**config.mk**
```make
export PLATFORM = sky130hd
export DESIGN_NAME = t3d_rotator
export DESIGN_NICKNAME = d
export VERILOG_FILES = /design/src/rtl/core/t3d_rotator.sv
export SDC_FILE = /design/constraint.sdc
export NUM_CORES = 2
export LEC_CHECK = 0
export BUFFER_PORTS_ARGS = -buffer_cell sky130_fd_sc_hd__buf_2
export CORE_UTILIZATION = 65
export DETAILED_ROUTE_END_ITERATION = 8
export PLACE_DENSITY = 0.89
export SLEW_MARGIN = 10
export SYNTH_ARGS = -nofsm -noshare
export SYNTH_HDL_FRONTEND = slang
export SYNTH_SLANG_ARGS = --single-unit
```
**constraint.sdc**
```tcl
create_clock -name i_clk -period 14.8 [get_ports i_clk]
set_input_delay 1.48 -clock i_clk [delete_from_list [all_inputs] [get_ports i_clk]]
set_output_delay 1.48 -clock i_clk [all_outputs]
set_load 0.02 [all_outputs]
```
**src/rtl/core/t3d_rotator.sv**
```systemverilog
`timescale 1ns / 1ps
// ----------------------------------------------------------------------------
// Heading pair rotator
// Registers the four Q4.28 products, then sums, rounds and saturates to Q2.14.
// ----------------------------------------------------------------------------
module t3d_rotator (
    input  logic               i_clk,
    input  logic               i_load,
    input  logic signed [15:0] i_a,
    input  logic signed [15:0] i_b,
    input  logic signed [15:0] i_cos,
    input  logic signed [15:0] i_sin,
    input  logic               i_neg,
    output logic signed [15:0] o_a,
    output logic signed [15:0] o_b
);

    logic signed [31:0] r_ca;
    logic signed [31:0] r_cb;
    logic signed [31:0] r_sa;
    logic signed [31:0] r_sb;
    logic               r_neg;
    logic signed [32:0] w_sum_a;
    logic signed [32:0] w_sum_b;

    // Add one half, floor by the arithmetic shift, clamp to 16 bits.
    function automatic logic signed [15:0] round_sat(input logic signed [32:0] v);
        logic signed [33:0] t;
        logic signed [19:0] q;
        t = {v[32], v} + 34'sd8192;
        q = t[33:14];
        if (q > 20'sd32767) begin
            return 16'sd32767;
        end else if (q < -20'sd32768) begin
            return -16'sd32768;
        end
        return q[15:0];
    endfunction

    always_ff @(posedge i_clk) begin
        if (i_load) begin
            r_ca  <= i_cos * i_a;
            r_cb  <= i_cos * i_b;
            r_sa  <= i_sin * i_a;
            r_sb  <= i_sin * i_b;
            r_neg <= i_neg;
        end
    end

    // a' = c*a + s*b, b' = c*b - s*a, with s negated for the reverse turn.
    always_comb begin
        if (r_neg) begin
            w_sum_a = {r_ca[31], r_ca} - {r_sb[31], r_sb};
            w_sum_b = {r_cb[31], r_cb} + {r_sa[31], r_sa};
        end else begin
            w_sum_a = {r_ca[31], r_ca} + {r_sb[31], r_sb};
            w_sum_b = {r_cb[31], r_cb} - {r_sa[31], r_sa};
        end
    end

    assign o_a = round_sat(w_sum_a);
    assign o_b = round_sat(w_sum_b);

endmodule

```
== Yosys cells after proc, flatten, opt, wreduce, memory -nomap -nowiden ==
Cells that the tools add are included.
Storage, ports and cells
  memory bits (writable): 0
  memories kept: 0
  ROM bits: 0
  latch bits: 0
  output and inout port bits: 32
  bits in registers: 129
  word-level logic and storage cells: 31
Cells by class
  eq/ne operators: 0
  divide/modulo/power cells: 0
  shifts and indexed selects: 0
  $add $sub $neg: 6
  $mul: 4
  reduce and logical (&&, ||, !) cells: 0
  $lt $le $gt $ge: 4
  muxes and demuxes: 12
  bitwise operators: 0
Operators by type and width (number)
  $mul A16 B16 Y32: 4
  $mux W16: 6
  $add A33 B15 Y34 const B: 2
  $add A32 B32 Y33: 2
  $mux W33: 2
  $sub A32 B32 Y33: 2
  $gt A20 B16 Y1 const B: 2
  $lt A20 B16 Y1 const B: 2
  $mux W1: 4

== Depth between registers and ports, before layout ==
  depth in word-level cells: 7
  gate-level depth with buffers: 27
  mapped depth without buffers: 26

== Least setup slack after synthesis ==
Ideal clock, no wire load.
  kind: input port to flip-flop
  from: input port i_cos[10]
  to: register r_ca[28] (data pin)
  slack: 7.142 ns
  data arrival time: 7.399 ns
  stages on the path: 24
  library setup time: 0.259 ns
  buffers on the path: 1
  path through: clkbuf_1 > nand2_1 > fa_1 > inv_1 > fa_1 > inv_1 > fa_1 > fa_1 > inv_1 > fa_1 > inv_1 > fa_1 > inv_1 > ha_1 > and3_1 > a21oi_1 > o21ai_0 > o311ai_0 > o211ai_1 > a31o_2 > a21oi_1 > o21bai_1 > a21o_1 > xor2_1
On the way
  longest elaborated chain between the ends: 1
Ends and longest elaborated chain
  start: declaration: RTL line 11  | input logic signed [15:0] i_cos,
  $mul A16 B16 Y32: RTL line 42  | r_ca <= i_cos * i_a;
  end signal: assignment: RTL line 42
  end: declaration: RTL line 18  | logic signed [31:0] r_ca;
No other way between the ends.
A chain may end at the register's enable or synchronous reset.

== Worst setup path after layout ==
  from: register r_sa[6]
  to: output port o_b[3]
On the way
  longest elaborated chain between the ends: 7
Ends and longest elaborated chain
  start: declaration: RTL line 20  | logic signed [31:0] r_sa;
  start signal: assignment: RTL line 44  | r_sa <= i_sin * i_a;
  $sub A32 B32 Y33 or $add A32 B32 Y33 (tied branches): RTL line 57, 54
  $mux W33 *: RTL line 52  | if (r_neg) begin
  $add A33 B15 Y34 *: RTL line 30  | t = {v[32], v} + 34'sd8192;
  $lt A20 B16 Y1: RTL line 34  | end else if (q < -20'sd32768) begin
  $mux W1: RTL line 34
  $mux W1: RTL line 32  | if (q > 20'sd32767) begin
  $mux W16 *: RTL line 37  | return q[15:0];
  end: declaration: RTL line 15  | output logic signed [15:0] o_b
Every way passes the cells marked *; elsewhere a longest branch is shown, timed or not.

==> results.json <==
{
  "synth_edf_count": 129,
  "highest_layer": "met5",
  "grt_pass1_wl_um": 191600,
  "worstSetupPathType": "reg2out",
  "antenna_found_initial": 8,
  "die_area_mm2": 0.07495,
  "setup-tns-final_ns": 0,
  "synth_top_flop_cell": "edfxtp_1",
  "startpoint_type": "flop",
  "synthDistinctLibCells": 89,
  "crit_path_max_fanout": 15,
  "critPathCaptureType": "primary output",
  "ys_ff_latch": 129,
  "layout_commonest_cell": "inv_1",
  "postCtsHoldBufs": 0,
  "htreeDepth": 4,
  "finalWeightedCongestion": 0.8908,
  "path_buf_inv": 1,
  "cts_root_buffer": "clkbuf_16",
  "required_ns": 13.32,
  "io_pins": 99,
  "via_per_inst": 5.916,
  "cp_common_cell": "o21ai_0",
  "totalWireLength_um": 114600,
  "yosysWarnings": 0,
  "area_growth_pct": 3.198,
  "place_inst": 6062,
  "fp.dieH_um": 273.8,
  "period_share_pct": 57.60,
  "min_to": "r_neg",
  "setup_viol": 0,
  "cts_resized": 0,
  "grt_use_total_pct": 32.37,
  "routed-wl-met2_um": 54820,
  "path_cells": "or4_1, or3_1, nor3_1, a21oi_1, xor2_1, ha_1, o21ai_0, a211oi_1, o41ai_2, o21ai_0, xor2_1, nand4_1, nand3b_1, or4_1, a21o_1, a22oi_2, o21ai_0, buf_2",
  "io_buffers": 98,
  "core_area_mm2": 0.07296,
  "synthCells": 5210,
  "wire_per_inst_um": 18.79,
  "final-max-slew-violation-count": 0,
  "relSlewSlack_pct": 28.66,
  "synth_nets": 6719,
  "rows": 99,
  "cts_tree": "done",
  "max_slew.worst_pin.slew_ns": 1.070,
  "finalNetCount": 6631,
  "layout_common_cells": "inv_1, fa_1, nand2_1, and2_1, ha_1",
  "min_from": "i_neg",
  "fmax_ghz": 0.1173,
  "drcViolationCount": 0,
  "syn_avg_cell_area_um2": 9.215,
  "async_flop_share_pct": 0,
  "grt_overflow": 0,
  "grt_pass1_vias": 39310,
  "grt_setup_unrepaired": "false",
  "grt_max_degree": 69,
  "synth_seq_area_share_pct": 8.068,
  "clkTransAtPathRegs_ns": 0.06,
  "cap_violations": 0,
  "fin_crit_ns": 8.525,
  "ant_nets": 0,
  "dp_slack_ns": 6.179,
  "cts_max_path_buffers": 2,
  "wl_met3_um": 11110,
  "hold_ws_ns": 1.163,
  "instances_no_fill": 6100,
  "place_hpwl_um": 87850,
  "drive_gt1_share_pct": 3.525,
  "critPathSlowestCell": "or4_1",
  "fin_ws_ns": 6.275,
  "critical_path.max_stage_delay_ns": 0.56,
  "crit_family": "compound AO/OA/AOI/OAI gates",
  "syn_area_mm2": 0.04801,
  "status": "completed",
  "hold_path_class": "in2reg",
  "numCtsBuffers": 17,
  "whs_path_depth": 1,
  "finalHoldViolations": 0,
  "cts_setup_buffers": 0,
  "drtIter0Drc": 3556,
  "die_w_um": 273.8,
  "start_util_pct": 65.81,
  "cts_sinks": 129,
  "wl_met1_um": 41960,
  "arrival_ns": 7.05,
  "drtPass1Iterations": 6,
  "dr_total_vias": 36090
}
## cell usage after synthesis (all sizes together), types with 40 or more instances
library cell,instances,area [µm²]
xor2,90,788.3
nor2,134,503.0
xnor2,169,1480
nor3,40,200.2
and2,404,2527
nand2,644,2417
a21oi,171,878.3
inv,1157,4343
ha,394,4930
nand3,48,250.2
fa,1048,20980
clkbuf,212,798.3
o21ai,92,468.0
edfxtp,129,3874
a21o,70,526.8
nand2b,82,513.0
## worst max path at each step
stage | from | end | slack [ns] | cells past startpoint
CTS | r_sa[6] | o_b[3] | 6.39 | 18
detailed placement | i_cos[10] | r_cb[30] | 6.18 | 24
global placement | i_cos[7] | r_cb[30] | 6.41 | 24
finish | r_sa[6] | o_b[3] | 6.27 | 18
floorplan | i_cos[10] | r_ca[28] | 7.14 | 24
global route | r_sa[6] | o_b[1] | 5.84 | 18
## registers in the layout (all words and copies together) (netlist names)
register,flops
r_neg,1
r_ca,32
r_sb,32
r_cb,32
r_sa,32
## area by class of cell
| class | instances | area [µm²] |
|---|---|---|
| flip-flops and latches | 129 | 3874 |
| fillers | 5095 | 23410 |
| inverters | 1157 | 4343 |
| multi-input cells | 3703 | 38950 |
| repair buffers | 114 | 613.1 |
| clock buffers | 20 | 436.7 |
| diodes | 6 | 15.01 |
| clock inverters | 12 | 117.6 |
| well taps | 959 | 1200 |
## metal layers
layer / track usage, % / up-vias
li1: - / 15660
met1: 41.59 / 18020
met2: 52.67 / 2010
met3: 5.798 / 396
met4: 16.82 / 6
met5: 0 / -
## metrics by stage
| stage | cell area (µm²) | util (%) |
|---|---|---|
| floorplan | 48010 | - |
| global placement | 48980 | 67.13 |
| detailed placement | 48980 | 67.13 |
| CTS | 49530 | 67.89 |
| global route | 49540 | 67.91 |
| finish | 49550 | 67.91 |
## kinds of logic after synthesis
logic type,Yosys count,synth area share (%)
xor gates and xnor gates,259,4.725
muxes,6,0.1303
buffers and inverters,1378,10.81
and+or+nand+nor,1474,15.15
adders and majority gates,1442,53.97
DFF,129,8.068
AOI/OAI and AO/OA,522,7.146
Power is not shown: default switching activity piles up to over one toggle a cycle in this logic, so the estimate is an artifact.
