[src/rtl/core/t3d_pkg.sv]
`timescale 1ns / 1ps
// ----------------------------------------------------------------------------
// 3-D turtle interpreter package
// Shared types, command codes, symbol bytes and reset values of the turtle.
// ----------------------------------------------------------------------------
package t3d_pkg;

    localparam int STACK_DEPTH_DEF = 64;
    localparam int APB_AW          = 3;
    localparam int APB_DW          = 32;

    // Q2.14 unity and register reset values
    localparam logic signed [15:0] ONE_Q14   = 16'sd16384;
    localparam logic signed [15:0] COS_RESET = 16'sd16384;
    localparam logic signed [15:0] SIN_RESET = 16'sd0;

    // Register indexes (word address bit 2)
    localparam logic REG_COS = 1'b0;
    localparam logic REG_SIN = 1'b1;

    // Command bytes
    localparam logic [7:0] SYM_PUSH      = 8'h5B; // '['
    localparam logic [7:0] SYM_POP       = 8'h5D; // ']'
    localparam logic [7:0] SYM_DRAW      = 8'h46; // 'F'
    localparam logic [7:0] SYM_MOVE      = 8'h66; // 'f'
    localparam logic [7:0] SYM_ROLL_POS  = 8'h5C; // backslash
    localparam logic [7:0] SYM_ROLL_NEG  = 8'h2F; // '/'
    localparam logic [7:0] SYM_PITCH_DN  = 8'h26; // '&'
    localparam logic [7:0] SYM_PITCH_UP  = 8'h5E; // '^'
    localparam logic [7:0] SYM_YAW_POS   = 8'h2B; // '+'
    localparam logic [7:0] SYM_YAW_NEG   = 8'h2D; // '-'
    localparam logic [7:0] SYM_TURN      = 8'h7C; // '|'

    localparam logic OP_SYMBOL  = 1'b0;
    localparam logic OP_RESTART = 1'b1;

    // Result status codes
    localparam logic [1:0] ST_SEGMENT   = 2'd0;
    localparam logic [1:0] ST_OVERFLOW  = 2'd1;
    localparam logic [1:0] ST_UNDERFLOW = 2'd2;

    // Internal command codes
    localparam logic [3:0] CMD_NONE  = 4'd0;
    localparam logic [3:0] CMD_DRAW  = 4'd1;
    localparam logic [3:0] CMD_MOVE  = 4'd2;
    localparam logic [3:0] CMD_ROT   = 4'd3;
    localparam logic [3:0] CMD_FLIP  = 4'd4;
    localparam logic [3:0] CMD_PUSH  = 4'd5;
    localparam logic [3:0] CMD_POP   = 4'd6;
    localparam logic [3:0] CMD_HOME  = 4'd7;
    localparam logic [3:0] CMD_OVF   = 4'd8;
    localparam logic [3:0] CMD_UNF   = 4'd9;

    // Heading pair that a rotation acts on
    localparam logic [1:0] PAIR_HL = 2'd0;
    localparam logic [1:0] PAIR_HU = 2'd1;
    localparam logic [1:0] PAIR_LU = 2'd2;

    typedef struct packed {
        logic signed [31:0] px;
        logic signed [31:0] py;
        logic signed [31:0] pz;
        logic signed [15:0] hh;
        logic signed [15:0] hl;
        logic signed [15:0] hu;
    } t_turtle;

    localparam t_turtle TURTLE_HOME = '{
        px: 32'sd0, py: 32'sd0, pz: 32'sd0,
        hh: 16'sd0, hl: ONE_Q14, hu: 16'sd0
    };

endpackage

[src/rtl/core/t3d_apb_regs.sv]
`timescale 1ns / 1ps
// ----------------------------------------------------------------------------
// Turn angle register file
// APB-style slave holding the cosine and sine of the turn angle.
// ----------------------------------------------------------------------------
module t3d_apb_regs (
    input  logic                              i_clk,
    input  logic                              i_rst_n,
    input  logic                              psel,
    input  logic                              penable,
    input  logic                              pwrite,
    input  logic [t3d_pkg::APB_AW-1:0]        paddr,
    input  logic [t3d_pkg::APB_DW-1:0]        pwdata,
    output logic [t3d_pkg::APB_DW-1:0]        prdata,
    output logic                              pready,
    output logic signed [15:0]                o_cos,
    output logic signed [15:0]                o_sin
);

    logic signed [15:0] r_cos;
    logic signed [15:0] r_sin;
    logic               w_wr;
    logic               w_idx;

    assign pready = 1'b1;
    assign w_wr   = psel && penable && pwrite;
    assign w_idx  = paddr[2];

    always_ff @(posedge i_clk) begin
        if (!i_rst_n) begin
            r_cos <= t3d_pkg::COS_RESET;
            r_sin <= t3d_pkg::SIN_RESET;
        end else if (w_wr) begin
            case (w_idx)
                t3d_pkg::REG_COS: r_cos <= pwdata[15:0];
                t3d_pkg::REG_SIN: r_sin <= pwdata[15:0];
                default: ;
            endcase
        end
    end

    always_comb begin
        case (w_idx)
            t3d_pkg::REG_COS: prdata = {{(t3d_pkg::APB_DW-16){r_cos[15]}}, r_cos};
            t3d_pkg::REG_SIN: prdata = {{(t3d_pkg::APB_DW-16){r_sin[15]}}, r_sin};
            default:          prdata = '0;
        endcase
    end

    assign o_cos = r_cos;
    assign o_sin = r_sin;

endmodule

[config.mk]
export PLATFORM = sky130hd
export DESIGN_NAME = t3d_apb_regs
export DESIGN_NICKNAME = d
export VERILOG_FILES = /design/src/rtl/core/t3d_pkg.sv /design/src/rtl/core/t3d_apb_regs.sv
export SDC_FILE = /design/constraint.sdc
export NUM_CORES = 1
export LEC_CHECK = 0
export BUFFER_PORTS_ARGS = -buffer_cell sky130_fd_sc_hd__buf_4
export CAP_MARGIN = 20
export CORE_MARGIN = 1.5
export CORE_UTILIZATION = 44
export DETAILED_ROUTE_END_ITERATION = 6
export PLACE_DENSITY = 0.84
export SYNTH_ARGS = -nofsm -noshare
export SYNTH_HDL_FRONTEND = slang
export SYNTH_SLANG_ARGS = --single-unit
[constraint.sdc]
create_clock -name i_clk -period 2.53 [get_ports i_clk]
set_input_delay 0.759 -clock i_clk [delete_from_list [all_inputs] [get_ports i_clk]]
set_output_delay 0.759 -clock i_clk [all_outputs]
set_load 0.005 [all_outputs]
After elaboration in Yosys (flattened, before gate mapping)
Index checks and enable logic that the tools add are counted.
Storage, ports and cells
  input bits: 40
  output and inout port bits: 65
  register bits: 32
  logic and storage cells: 8
Cells by class
  multiplexer cells: 1
  reductions and logical operators: 4
  bitwise operators: 1
Operators by type and width (number)
  $pmux 32 s2: 1
  $reduce_and 2->1: 2
  $logic_and 1x1->1: 2
  $not 1->1: 1

Depth between registers and ports, before layout
Gate-level depths: netlist (run 1).
  depth in word-level cells: 3
  mapped depth: 5
  gate-level depth less buffers: 2

Worst setup path before layout (run 1)
No wires, ideal clock.
  path type: input to output
  from: in paddr[2] (netlist name)
  to: out prdata[16] (netlist name)
  stages: 3
  path slack: 0.299 ns
  buffers on the path: 2
  data required time: 1.771 ns
  arrival: 1.472 ns
  cells stage by stage: buf_6 mux2_2 buf_4
On the way
  cells in the longest elaborated chain, start to end: 2
RTL lines
  start: declaration: line t3d_apb_regs.sv:12  | input logic [t3d_pkg::APB_AW-1:0] paddr,
  $not 1->1 (no source line)
  $pmux 32 s2 (*): line t3d_apb_regs.sv:43  | case (w_idx)
  end: declaration: line t3d_apb_regs.sv:14  | output logic [t3d_pkg::APB_DW-1:0] prdata,
Mark *: on every way between the ends. The rest lies on a longest branch, timed or not.

Worst setup path in the final report (run 1)
  from: in paddr[2] (netlist name)
  to: out prdata[17] (netlist name)
The elaborated chain is that of the path after synthesis.

==> flow_metrics.env, run 1 <==
export IMPL_num_io_pins=105
export IMPL_final_setup_tns_ns=0
export IMPL_vias=1294
export IMPL_grt_util_all_layers_pct=18.1
export IMPL_worstPathMaxFanout=17
export IMPL_p_per_area_nw_per_um2=443
export IMPL_netSwitchingFraction_pct=23.7
export IMPL_rsz0062_at_grt="no"
export IMPL_finalMaxSlewViolations=0
export IMPL_power_uw=951
export IMPL_drive_above_1_share_pct=48.0
export IMPL_cts_buffer_depth=2
export IMPL_postSynthAreaPerCell_um2=9.72
export IMPL_netlist_area_um2=1570
export IMPL_ys_flop_type="dfxtp_1"
export IMPL_ctsHoldBuffers=0
export IMPL_antenna_left=0
export IMPL_worstSetupPathType="input pin to primary output"
export IMPL_outcome="complete, no violations"
export IMPL_synth_edff_count=0
export IMPL_async_reset_ff_share_pct=0
export IMPL_cts_root_buf="clkbuf_4"
export IMPL_fin_crit_ns=2.35
export IMPL_netlist_top_cells_area="dfxtp_1 41%, mux2i_1 20%, mux2_2 12%"
export IMPL_yosysWarnings=0
export IMPL_required_ns=1.77
export IMPL_grt_max_degree=50
export IMPL_hpwl_um=2480
export IMPL_layout_nets=268
export IMPL_synthesis_instances=161
export IMPL_report_final_hold_viol_count=0
export IMPL_tritoncts="built"
export IMPL_end_kind="primary output"
export IMPL_grt_pass1_wl_um=5640
export IMPL_portBuffers=85
export IMPL_die_y_um=62.6
export IMPL_place_area_um2=2090
export IMPL_setup_violations=0
export IMPL_dieArea_um2=3920
export IMPL_postCtsSetupBuffers=0
export IMPL_clock_sinks=32
export IMPL_synth_cell_type_count=14
export IMPL_yosysTopAreaCell="dfxtp_1"
export IMPL_drt_pre_antenna_iters=4
export IMPL_die_w_um=62.6
export IMPL_post_drt_wl_per_cell_um=12.8
export IMPL_cts_buffers=5
export IMPL_clkLatencyLatePin_ns=0.32
export IMPL_intPower_uw=726
export IMPL_gp_congestion=0.690
export IMPL_seqPwrFrac_pct=55.0
export IMPL_p_leak_uw=0.00106
export IMPL_stdcell_area_um2=2150
export IMPL_r2r_cells=2
export IMPL_drt_iter0_drc=50
export IMPL_min_path_cells=2
export IMPL_fin_crit_sh_pct=93.0
export IMPL_diodes=0
export IMPL_start_util_pct=46.5
export IMPL_synth_common_cells="47 x nand2_1, 32 x dfxtp_1, 32 x mux2i_1"
export IMPL_antenna_found_initial=0
export IMPL_ir_drop_uv=241
export IMPL_r2r_slack_ns=1.87
export IMPL_globalRoute_totalOverflow=0
export IMPL_std_cell_rows=21
export IMPL_fmax_mhz=425
export IMPL_synth_seq_cells=32
export IMPL_cap_violations=0
export IMPL_syn_nets=201
export IMPL_power_switching_uw=226
export IMPL_synth_top_area_share_pct=40.9
export IMPL_cts_resized=0
export IMPL_drc_errors=0
export IMPL_clk_pin_slew_ns=0.09
export IMPL_yosys_cell_count_top_type="nand2_1"
export IMPL_utilization_pct=63.9
export IMPL_core_area_um2=3360
export IMPL_finalClockSkew_ns=0
export IMPL_comb_power_share_pct=13.5
export IMPL_area_growth_pct=37.3
export IMPL_wirelength_um=3530
export IMPL_yosysSeqAreaShare_pct=40.9
export IMPL_pwr_share_clk_pct=31.5
export IMPL_critPathLaunchType="input pin"
export IMPL_grt_pass1_vias=1138
export IMPL_hold_class="register to register"
export IMPL_htree_levels=2
export IMPL_avgViaCountPerCell=4.71
export IMPL_arrival_ns=1.59
## flip-flops by register name, summed over array words and instances, names as in the netlist
name / cells
o_cos: 16
o_sin: 16
## power by group through the flow
stage	clock network (µW)	logic (µW)	registers (µW)
floorplan	0	68.8	534
global placement	0	127	534
detailed placement	0	129	534
CTS	313	130	523
global route	340	140	525
finish	300	129	523
## cell usage in the layout, fill, tap and decap left out, drive strengths merged
| cell | instances |
|---|---|
| buf | 88 |
| nand2 | 47 |
| mux2i | 32 |
| dfxtp | 32 |
| mux2 | 16 |
| clkbuf | 8 |
| nor2b | 2 |
| and4b | 1 |
| and4 | 1 |
| nand4 | 1 |
| conb | 1 |
## worst paths after layout
check                                       startpoint                endpoint
worst max-delay path                          paddr[2]              prdata[17]
worst max register to register   o_cos[0]$_SDFFE_PN0P_   o_cos[0]$_SDFFE_PN0P_
worst min-delay path            o_sin[12]$_SDFFE_PN0P_  o_sin[12]$_SDFFE_PN0P_
worst min register to register  o_sin[12]$_SDFFE_PN0P_  o_sin[12]$_SDFFE_PN0P_
## per-stage QoR
stage | hold WS, ns | setup WS, ns | cells
final | 0.473 | 0.177 | 275
after CTS | 0.476 | 0.172 | 275
after global placement | 0.456 | 0.196 | 267
after floorplan | 0.461 | 0.299 | 161
after global routing | 0.498 | 0.145 | 275
after detailed placement | 0.463 | 0.173 | 267
## logic make-up after synthesis
logic type	after synthesis	synth area share (%)
simple gates	52	13.7
mux	48	32.0
flops	32	40.9
buf+inv	28	13.2
other cells	1	0.240
## worst max-delay path, cell delays in order
cell    delay (ns)
buf_4         0.17
mux2_2        0.48
buf_4         0.18
## per-layer routing
metal	routed length [µm]	vias up	part of all wire, %	track usage (%)
li1	-	649	-	-
met5	0	-	0	0
met3	297	6	8.4	7.93
met1	1540	588	44	21.8
met4	42	0	1.2	5.83
met2	1650	51	47	29.2
## cell type report
| cell class | instances | area [µm²] |
|---|---|---|
| fill | 324 | 1210 |
| multi-input combinational | 101 | 718 |
| timing repair buffer | 88 | 673 |
| sequential | 32 | 641 |
| clock buffer | 8 | 58.8 |
| tap | 46 | 57.6 |
(Power assumes the default switching activity.)
==> run 2, diff against run 1 <==
Settings changed: CORE_MARGIN 1.5 to 8.
==> flow_metrics.env, run 2 (synthesis results as in run 1) <==
export IMPL_portBuffers=85
export IMPL_clock_sinks=32
export IMPL_post_drt_wl_per_cell_um=14.3
export IMPL_arrival_ns=1.61
export IMPL_gp_congestion=0.702
export IMPL_seqPwrFrac_pct=55.0
export IMPL_die_w_um=75.6
export IMPL_report_final_hold_viol_count=0
export IMPL_dieArea_um2=5720
export IMPL_fin_hold_ws_ns=0.476
export IMPL_wirelength_um=3950
export IMPL_drc_errors=0
export IMPL_drt_pre_antenna_iters=4
export IMPL_diodes=0
export IMPL_netSwitchingFraction_pct=24.1
export IMPL_comb_power_share_pct=13.7
export IMPL_core_area_um2=3390
export IMPL_final_common_cell="buf_4"
export IMPL_num_io_pins=105
export IMPL_final_setup_tns_ns=0
export IMPL_vias=1290
export IMPL_worstSetupPathType="input pin to primary output"
export IMPL_grt_util_all_layers_pct=14.1
export IMPL_start_util_pct=46.2
export IMPL_antenna_left=0
export IMPL_finalClockSkew_ns=0
export IMPL_grt_pass1_wl_um=6270
export IMPL_clkLatencyLatePin_ns=0.32
export IMPL_die_y_um=75.6
export IMPL_power_switching_uw=229
export IMPL_p_leak_uw=0.00108
export IMPL_std_cell_rows=21
export IMPL_p_per_area_nw_per_um2=440
export IMPL_setup_violations=0
export IMPL_finalMaxSlewViolations=0
export IMPL_cts_buffers=5
export IMPL_grt_pass1_vias=1342
export IMPL_fmax_mhz=423
export IMPL_ctsHoldBuffers=0
export IMPL_fin_crit_sh_pct=93.5
export IMPL_fin_crit_ns=2.37
export IMPL_cts_buffer_depth=2
export IMPL_area_growth_pct=37.9
export IMPL_intPower_uw=721
export IMPL_layout_common_cells="88 x buf_4, 47 x nand2_1, 32 x mux2i_1, 32 x dfxtp_1, 16 x mux2_2"
export IMPL_postCtsSetupBuffers=0
export IMPL_hold_class="register to register"
export IMPL_cts_resized=0
export IMPL_drive_above_1_share_pct=49.1
export IMPL_layout_nets=269
export IMPL_grt_max_degree=50
export IMPL_cts_root_buf="clkbuf_4"
export IMPL_end_kind="primary output"
export IMPL_antenna_found_initial=0
export IMPL_rsz0062_at_grt="no"
export IMPL_cap_violations=0
export IMPL_critPathLaunchType="input pin"
export IMPL_worstPathMaxFanout=17
export IMPL_drt_iter0_drc=50
export IMPL_globalRoute_totalOverflow=0
export IMPL_ir_drop_uv=343
export IMPL_htree_levels=2
export IMPL_hpwl_um=3080
export IMPL_tritoncts="built"
export IMPL_outcome="complete, no violations"
export IMPL_clk_pin_slew_ns=0.09
export IMPL_pwr_share_clk_pct=31.3
export IMPL_required_ns=1.77
export IMPL_avgViaCountPerCell=4.67
==> run 2: metrics by stage <==
| stage | utilization [%] | power [µW] | worst slack (ns) | instances | instance area, µm² |
|---|---|---|---|---|---|
| detailed placement | 61.9 | 666 | 0.160 | 268 | 2100 |
| global placement | 61.9 | 663 | 0.184 | 268 | 2100 |
| floorplan | - | 603 | 0.299 | 161 | 1570 |
| CTS | 63.7 | 965 | 0.156 | 276 | 2160 |
| global route | 63.7 | 1000 | 0.119 | 276 | 2160 |
| finish | 63.7 | 950 | 0.164 | 276 | 2160 |
==> run 2: worst max-delay path: stages <==
cell and delay, ns:
buf_4 0.18, mux2_2 0.48, buf_4 0.18
==> run 2: layout make-up <==
class / instances / area [µm²]
timing repair buffer: 89 / 681
clock inverter: 2 / 10.0
sequential: 32 / 641
fill: 301 / 1230
multi-input combinational: 101 / 718
tap: 46 / 57.6
clock buffer: 6 / 51.3
==> run 2: power groups by stage <==
stage / logic [µW] / registers, µW / clock network [µW]
global placement: 129 / 534 / 0
finish: 130 / 523 / 298
floorplan: 68.8 / 534 / 0
detailed placement: 132 / 535 / 0
CTS: 132 / 523 / 310
global route: 142 / 525 / 336
==> run 2: worst paths after layout <==
kind	from	end	slack, ns	cells after the start
max	paddr[2]	prdata[27]	0.16	3
min	o_cos[6]$_SDFFE_PN0P_	o_cos[6]$_SDFFE_PN0P_	0.48	2
max reg2reg	o_cos[10]$_SDFFE_PN0P_	o_cos[10]$_SDFFE_PN0P_	1.86	2
min reg2reg	o_cos[6]$_SDFFE_PN0P_	o_cos[6]$_SDFFE_PN0P_	0.48	2
==> run 2: routing by layer <==
layer | routed length, µm | share of wire [%] | GRT usage, %
met1 | 1610 | 41 | 15.8
met2 | 1920 | 49 | 24.3
met3 | 406 | 10 | 5.92
met4 | 12 | 0.30 | 3.41
met5 | 0 | 0 | 0
==> run 3, diff against run 2 <==
Settings changed: CORE_ASPECT_RATIO set to 0.8, RECOVER_POWER set to 25, TNS_END_PERCENT set to 10.
==> flow_metrics.env, run 3 (synthesis results as in run 1) <==
export IMPL_stdcell_area_um2=2170
export IMPL_p_per_area_nw_per_um2=483
export IMPL_diodes=0
export IMPL_power_uw=1050
export IMPL_n_fill_cell=296
export IMPL_cts_root_buf="clkbuf_8"
export IMPL_layout_nets=268
export IMPL_finalClockSkew_ns=0
export IMPL_drc_errors=0
export IMPL_critPathLaunchType="input pin"
export IMPL_setup_violations=0
export IMPL_fin_crit_sh_pct=91.3
export IMPL_report_final_hold_viol_count=0
export IMPL_grt_pass1_wl_um=6160
export IMPL_rsz0062_at_grt="no"
export IMPL_r2r_start="o_sin[5]$_SDFFE_PN0P_"
export IMPL_drt_pre_antenna_iters=4
export IMPL_grt_pass1_vias=1376
export IMPL_drt_iter0_drc=48
export IMPL_r2r_end="o_sin[5]$_SDFFE_PN0P_"
export IMPL_r2r_slack_ns=1.88
export IMPL_avgViaCountPerCell=4.75
export IMPL_min_path_cells=2
export IMPL_hpwl_um=2950
export IMPL_ff_latch_area_um2=641
export IMPL_ir_drop_uv=311
export IMPL_outcome="complete, no violations"
export IMPL_htree_levels=2
export IMPL_end_kind="primary output"
export IMPL_worstPathMaxFanout=17
export IMPL_worstSetupPathType="input pin to primary output"
export IMPL_r2r_cells=2
export IMPL_comb_power_share_pct=12.2
export IMPL_pwr_share_clk_pct=37.9
export IMPL_tightest_slew_ns=0.707
export IMPL_intPower_uw=810
export IMPL_core_area_um2=3420
export IMPL_power_switching_uw=240
export IMPL_portBuffers=85
export IMPL_clk_pin_slew_ns=0.06
export IMPL_antenna_left=0
export IMPL_start_util_pct=45.7
export IMPL_crit_chain="buf_4 > mux2_2 > buf_4"
export IMPL_p_leak_uw=0.00107
export IMPL_tritoncts="built"
export IMPL_final_common_cell="buf_4"
export IMPL_cp_num_buf_inv=2
export IMPL_grt_util_all_layers_pct=13.0
export IMPL_cts_buffer_depth=2
export IMPL_area_growth_pct=38.7
export IMPL_globalRoute_totalOverflow=0
export IMPL_hold_path_startpoint="o_cos[13]$_SDFFE_PN0P_"
export IMPL_cts_resized=0
export IMPL_drive_above_1_share_pct=47.6
export IMPL_arrival_ns=1.55
export IMPL_antenna_found_initial=0
export IMPL_dieArea_um2=5730
export IMPL_cts_buffers=5
export IMPL_layout_common_cells="83 x buf_4, 47 x nand2_1, 32 x mux2i_1, 32 x dfxtp_1, 16 x mux2_2"
export IMPL_cpMostUsedCell="buf_4"
export IMPL_clkLatencyLatePin_ns=0.27
export IMPL_fin_crit_ns=2.31
export IMPL_finalMaxSlewViolations=0
export IMPL_ctsHoldBuffers=0
export IMPL_seqPwrFrac_pct=49.9
export IMPL_worstHoldEndpoint="o_cos[13]$_SDFFE_PN0P_"
export IMPL_clock_sinks=32
export IMPL_cap_violations=0
export IMPL_fmax_mhz=433
export IMPL_required_ns=1.77
export IMPL_gp_congestion=0.708
export IMPL_hold_class="register to register"
export IMPL_netSwitchingFraction_pct=22.8
export IMPL_relSlewSlack_pct=52.7
export IMPL_final_setup_tns_ns=0
export IMPL_post_drt_wl_per_cell_um=13.9
export IMPL_std_cell_rows=19
export IMPL_vias=1286
export IMPL_place_area_um2=2080
export IMPL_die_w_um=82.7
export IMPL_multi_input_area_um2=718
export IMPL_worst_path_max_delay_cell="mux2_2"
export IMPL_num_io_pins=105
export IMPL_grt_max_degree=50
export IMPL_postCtsSetupBuffers=0
export IMPL_cpLargestDelayFamily="multiplexers"
export IMPL_die_y_um=69.3
export IMPL_crit_path_max_incr_delay_ns=0.46
export IMPL_wirelength_um=3760
run 3: power by group through the flow:
stage               Clock (µW)  Combinational, µW  Sequential (µW)
floorplan                    0               68.8              534
global placement             0                129              534
detailed placement           0                131              534
CTS                        409                131              523
global route               436                141              525
finish                     398                128              523
run 3: worst max-delay path by stage:
| stage | cells after the start | start | to | slack (ns) |
|---|---|---|---|---|
| 2_1_floorplan | 3 | paddr[2] | prdata[16] | 0.30 |
| 3_3_place_gp | 3 | paddr[2] | prdata[16] | 0.23 |
| 3_5_place_dp | 3 | paddr[2] | prdata[16] | 0.21 |
| 4_1_cts | 3 | paddr[2] | prdata[16] | 0.21 |
| 5_1_grt | 3 | paddr[2] | prdata[24] | 0.17 |
| 6_report | 3 | paddr[2] | prdata[16] | 0.22 |
run 3: through the flow:
| step | std cells | setup WS [ns] | hold slack, ns | util [%] |
|---|---|---|---|---|
| global route | 271 | 0.172 | 0.497 | 63.4 |
| finish | 271 | 0.219 | 0.473 | 63.4 |
| global placement | 263 | 0.226 | 0.459 | 60.9 |
| CTS | 271 | 0.207 | 0.476 | 63.6 |
| floorplan | 161 | 0.299 | 0.461 | - |
| detailed placement | 263 | 0.211 | 0.466 | 60.9 |
run 3: worst min-delay path: stages, from the launching register on:
cell	delay (ns)
dfxtp_1	0.32
nand2_1	0.05
mux2i_1	0.05
run 3: area by class of cell:
type | instances | area share (%)
clock inverters | 1 | 0.346
repair buffers | 88 | 30.7
clock buffers | 7 | 3.98
multi-input cells | 101 | 33.1
well taps | 42 | 2.42
flip-flops and latches | 32 | 29.5
run 3: routing by layer:
| metal | track usage (%) | routed length (µm) | vias to the layer above |
|---|---|---|---|
| li1 | - | - | 649 |
| met1 | 15.7 | 1690 | 575 |
| met2 | 20.0 | 1660 | 55 |
| met3 | 6.09 | 376 | 7 |
| met4 | 3.44 | 32 | 0 |
| met5 | 0 | 0 | - |
